## src/sv/sq_pkg.sv

```systemverilog
`timescale 1ns / 1ps
// sq_pkg: shared types and constants of the sprite quad vertex transform.
// No dependencies.
package sq_pkg;

  localparam int CordicSteps = 14;
  localparam int FifoDepth   = 4;
  localparam int FifoAw      = $clog2(FifoDepth);
  localparam int QuoBits     = 17;
  localparam int NdcLatency  = QuoBits + 4;
  localparam int BackStages  = 4 + NdcLatency;

  localparam logic signed [16:0] CordicX0 = 17'sd9949;
  localparam logic signed [15:0] AtanSteps [CordicSteps] = '{
    16'sd8192, 16'sd4836, 16'sd2555, 16'sd1297, 16'sd651, 16'sd326, 16'sd163,
    16'sd81, 16'sd41, 16'sd20, 16'sd10, 16'sd5, 16'sd3, 16'sd1
  };

  localparam logic [1:0] RegWindowWidth  = 2'd0;
  localparam logic [1:0] RegWindowHeight = 2'd1;

  localparam logic [14:0] WindowWidthRst  = 15'd1280;
  localparam logic [14:0] WindowHeightRst = 15'd720;

  typedef struct packed {
    logic signed [23:0] pos_x;
    logic signed [23:0] pos_y;
    logic [14:0]        width;
    logic [14:0]        height;
    logic signed [15:0] pivot_x;
    logic signed [15:0] pivot_y;
    logic signed [15:0] scale_x;
    logic signed [15:0] scale_y;
  } sprite_t;

  typedef struct packed {
    logic signed [23:0] pos_x;
    logic signed [23:0] pos_y;
    logic [14:0]        width;
    logic [14:0]        height;
    logic signed [31:0] pwx;
    logic signed [31:0] pwy;
    logic signed [31:0] kxc;
    logic signed [31:0] kys;
    logic signed [31:0] kxs;
    logic signed [31:0] kyc;
  } job_t;

endpackage

```

## src/sv/sq_fifo.sv

```systemverilog
`timescale 1ns / 1ps
// sq_fifo: short word queue between front and back.
// Depends on sq_pkg.
module sq_fifo (
  input  logic         clk_i,
  input  logic         rst_ni,
  input  logic         push_i,
  input  sq_pkg::job_t data_i,
  output logic         full_o,
  input  logic         pop_i,
  output logic         valid_o,
  output sq_pkg::job_t data_o
);
  import sq_pkg::*;

  job_t              mem_q [FifoDepth];
  logic [FifoAw-1:0] wr_q, rd_q;
  logic [FifoAw:0]   cnt_q;

  assign full_o  = (cnt_q == (FifoAw+1)'(FifoDepth));
  assign valid_o = (cnt_q != '0);
  assign data_o  = mem_q[rd_q];

  always_ff @(posedge clk_i) begin
    if (push_i) mem_q[wr_q] <= data_i;
  end

  always_ff @(posedge clk_i or negedge rst_ni) begin
    if (!rst_ni) begin
      wr_q  <= '0;
      rd_q  <= '0;
      cnt_q <= '0;
    end else begin
      if (push_i) wr_q <= wr_q + 1'b1;
      if (pop_i)  rd_q <= rd_q + 1'b1;
      cnt_q <= cnt_q + (FifoAw+1)'(push_i) - (FifoAw+1)'(pop_i);
    end
  end

  a_no_overflow: assert property (@(posedge clk_i) disable iff (!rst_ni)
    push_i |-> !full_o) else $error("push into full queue");
  a_no_underflow: assert property (@(posedge clk_i) disable iff (!rst_ni)
    pop_i |-> valid_o) else $error("pop from empty queue");

endmodule

```

## config.mk

```make
export PLATFORM = sky130hd
export DESIGN_NAME = sq_fifo
export DESIGN_NICKNAME = d
export VERILOG_FILES = /design/src/sv/sq_pkg.sv /design/src/sv/sq_fifo.sv
export SDC_FILE = /design/constraint.sdc
export NUM_CORES = 1
export LEC_CHECK = 0
export BUFFER_PORTS_ARGS = -buffer_cell sky130_fd_sc_hd__buf_2
export CAP_MARGIN = 20
export CORE_MARGIN = 4
export CORE_UTILIZATION = 57
export CTS_CLUSTER_DIAMETER = 120
export DETAILED_ROUTE_END_ITERATION = 10
export GPL_TIMING_DRIVEN = 0
export MAX_ROUTING_LAYER = met4
export PLACE_DENSITY = 0.9
export SKIP_CTS_REPAIR_TIMING = 1
export SLEW_MARGIN = 20
export SYNTH_ARGS = -nofsm -noshare
export SYNTH_HDL_FRONTEND = slang
export SYNTH_SLANG_ARGS = --single-unit
```

## constraint.sdc

```tcl
create_clock -name clk_i -period 10.6 [get_ports clk_i]
set_clock_uncertainty 0.05 [all_clocks]
set_input_delay 0 -clock clk_i [delete_from_list [all_inputs] [get_ports clk_i]]
set_output_delay 0 -clock clk_i [all_outputs]
set_load 0.005 [all_outputs]
```

# Word-level counts from Yosys, hierarchy flattened
# Memories as Yosys holds them, arrays and structs flattened.
# Cells that the tools add are included.
# classes
n_eq_ne	1
reduce_logical	1
add_sub_neg	4
n_mux	2
# op_table
op	count
$add A2 B1 Y2 const B	2
$add A3 B1 Y3	1
$eq A3 B3 Y1 const B	1
$reduce_bool A3 Y1	1
$sub A3 B1 Y3	1
$mux W1	2
# totals
inputBits	274
mem_bits_rw	1080
register_bits	7
memories	1
# memory_table
memory	words	width	read_ports	rd_ports_with_merged_regs	write_ports	line	rtl
mem_q	4	270	1	0	1	sq_fifo.sv:16	job_t mem_q [FifoDepth];

# Longest topological paths before layout
# depth
word_depth	2
depth_mapped	7
depth_no_buf	7

# Worst setup path after synthesis
# Ideal clock, no wire load.
# synth_path
kind	register to register
from	register wr_q[0]
to	memory mem_q[0][0] (netlist bit), enable pin
path_stages_with_launch	4
setup_time_ns	0.664
setup_slack_ns	3.149
arrival_ns	6.736
synth_period_minus_slack_ns	7.451
t_required_ns	9.886
path_cell_list	dfrtp_1 > inv_1 > ha_1 > and2_1
# synth_lines
element	line	rtl
start, declared	sq_fifo.sv:17	logic [FifoAw-1:0] wr_q, rd_q;
start signal, assigned	sq_fifo.sv:34	if (push_i) wr_q <= wr_q + 1'b1;
end, declared	sq_fifo.sv:16	
# No word-level cell before the write port.

==> results.py <==
metrics = {
    "pwr": {
        "p_switching_mw": 4.15,
        "p_total_mw": 13.6,
        "powerDensity_nw_per_um2": 273,
        "power_frac_comb_pct": 30.0,
        "intPower_mw": 9.41,
        "power.leakage_nw": 17.1,
        "sw_frac_of_total_pct": 30.6,
        "ir_worst_vdd_mv": 0.218,
        "p_seq_share_pct": 43.4,
        "pwr-share-clk_pct": 26.5,
    },
    "yosys": {
        "seq_area_frac_synth_pct": 83.1,
        "synth_top_area_share_pct": 82.6,
        "ys_top_cells_by_area": "edfxtp_1 83%, mux4_2 15%, buf_2 0.50%",
        "syn_nets": 1725,
        "yosys_most_used_dff": "edfxtp_1",
        "syn_area_um2": 39200,
        "synth_cell_types": 18,
        "yosysTopAreaCell": "edfxtp_1",
        "syn_inst": 1444,
        "yosysMostFrequentCell": "edfxtp_1",
        "ys_ff_latch": 1087,
        "syn_area_per_cell_um2": 27.2,
        "ys_top_cells_by_count": "1080 x edfxtp_1, 270 x mux4_2, 39 x buf_2",
        "synthArstFlopShare_pct": 0.644,
        "synth_edf_count": 1080,
        "yosysWarningCount": 0,
    },
    "sta": {
        "hold_viol": 0,
        "fin_ws_ns": 7.43,
        "slew_headroom_pct": 39.0,
        "max_freq_mhz": 315,
        "period_share_pct": 29.9,
        "hold_slack_ns": 0.0527,
        "drv_slew": 0,
        "finalSetupViolCount": 0,
        "rsz0062_at_grt": "false",
        "tightest_slew_ns": 0.915,
        "min_period_ns": 3.17,
    },
    "global_routing": {
        "antenna_found_initial": 13,
        "grt_pass1_wl_um": 139000,
        "first_global_vias": 20600,
        "grt_max_degree": 49,
        "globalRouteTotalUtil_pct": 26.7,
        "grt_overflow": 0,
    },
    "drt": {
        "ant_nets": 0,
        "totalWireLength_um": 111000,
        "wl_per_cell_um": 32.9,
        "firstDrtPassIters": 6,
        "vias": 21200,
        "viasPerCell": 6.30,
        "drc_errors": 0,
        "drt_iter0_markers": 3144,
    },
    "floorplanning": {
        "die_h_um": 270,
        "rows": 95,
        "core_um2": 67800,
        "die_width_um": 270,
        "start_util_pct": 57.9,
        "io_pins": 546,
        "dieArea_um2": 73100,
    },
    "setup_path": {
        "cp_top_family": "buffers and inverters",
        "cp.arrival_ns": 3.12,
        "crit_top_cell": "buf_2",
        "start_kind": "flop",
        "cp_max_fo": 10,
        "crit_slowest_cell": "clkbuf_1",
        "end_kind": "primary output",
        "critPathBufInv": 4,
        "cp.required_ns": 10.55,
        "crit_chain": "buf_2 > clkbuf_1 > buf_2 > mux4_2 > buf_2",
        "path_class": "flop to primary output",
        "max_stage_delay_ns": 0.66,
    },
    "placed_design": {
        "place_area_um2": 43700,
        "gp_congestion": 0.796,
        "hpwl_um": 59400,
        "port_buffers": 545,
        "place_ws_ns": 7.95,
    },
    "clock_tree": {
        "clk_latency_ns": 0.66,
        "cts-htree-levels": 3,
        "clk_pin_slew_ns": 0.08,
        "numClockSinks": 1087,
        "cts_buffer_depth": 3,
        "cts_root_buffer": "clkbuf_16",
        "cts-buffers-inserted": 102,
        "cts_tree": "done",
    },
    "final_layout": {
        "fill_cells": 3447,
        "area_delta_synth_final_pct": 26.5,
        "drive_gt1_share_pct": 41.6,
        "final_cell_area_um2": 49700,
        "final_nets": 2672,
    },
    "status": {
        "outcome": "finished clean",
    },
    "flow_run": {
        "cap_viol_max_count": 0,
    },
    "hold_path": {
        "hp-class": "input pin to flop",
    },
}
area by class of cell:
class,instances,area [um2],share of cell area [%]
Buffer,60,349,0.703
Sequential cell,1087,32600,65.7
Antenna cell,16,40.0,0.0806
Multi-Input combinational cell,291,6280,12.6
Tap cell,873,1090,2.20
Timing Repair Buffer,843,6050,12.2
Clock inverter,62,551,1.11
Inverter,6,22.5,0.0453
Clock buffer,124,2680,5.39
power by group through the flow:
stage	combinational [mW]	sequential (mW)	clock, mW
2_1_floorplan	2.13	6.04	0
3_3_place_gp	3.59	6.25	0
3_5_place_dp	3.84	5.89	0
4_1_cts	3.91	5.84	3.56
5_1_grt	4.26	5.91	3.82
6_report	4.07	5.89	3.60
flip-flops by register name (all words and copies together) (netlist names):
register,flops
cnt_q,3
mem_q,1080
rd_q,2
wr_q,2
routing by layer:
layer	track usage, %	vias up	routed length, um
met5	-	-	0
met4	9.33	0	5720
met3	6.68	343	9920
met2	45.8	1679	60200
met1	31.2	10900	35000
li1	-	8232	-
worst paths after layout:
kind | start | endpoint | slack (ns) | cells past startpoint
hold / removal | data_i[224] | mem_q[1][224]$_DFFE_PP_ | 0.05 | 2
max in group asynchronous | rst_ni | rd_q[0]$_DFFE_PN0P_ | 9.88 | 3
min in group asynchronous | rst_ni | cnt_q[2]$_DFF_PN0_ | 0.33 | 3
setup reg to reg | wr_q[1]$_DFFE_PN0P_ | mem_q[1][94]$_DFFE_PP_ | 7.87 | 6
hold reg to reg | wr_q[0]$_DFFE_PN0P_ | wr_q[0]$_DFFE_PN0P_ | 0.49 | 1
setup / recovery | rd_q[1]$_DFFE_PN0P_ | data_o[105] | 7.43 | 5
placed cells by master (no fill, tap or decap), drive strengths merged:
master and count:
mux4 270, ha 6, fa 1, or3 1
dlygate4sd3 274, and2 4, o21ai 1, clkinvlp 9
xnor2 3, clkbuf 133, and3 1, bufinv 6
clkinv 45, inv 8, dfrtp 7, nand2 2
diode 16, xor2 2, buf 620, edfxtp 1080
per-stage QoR:
| stage | util (%) | std cells | TNS (ns) |
|---|---|---|---|
| after floorplan | - | 1444 | 0 |
| after global placement | 63.6 | 2862 | -1215.83 |
| after detailed placement | 64.4 | 2886 | 0 |
| after CTS | 69.2 | 3072 | 0 |
| after global routing | 73.3 | 3360 | 0 |
| final | 73.3 | 3362 | 0 |
cells by family (layout without fill, tap and decap cells):
group	Yosys count	in the layout	share of synthesized area, %
AO/OA/AOI/OAI	1	1	0.0127
flip-flops	1087	1087	83.1
other	0	16	0
AND/OR/NAND/NOR	8	8	0.115
adder cells (fa/ha/maj)	7	7	0.242
XOR/XNOR	5	5	0.112
buffers and inverters	66	1095	0.947
multiplexers	270	270	15.5
Power figures use the tool's default switching activity.
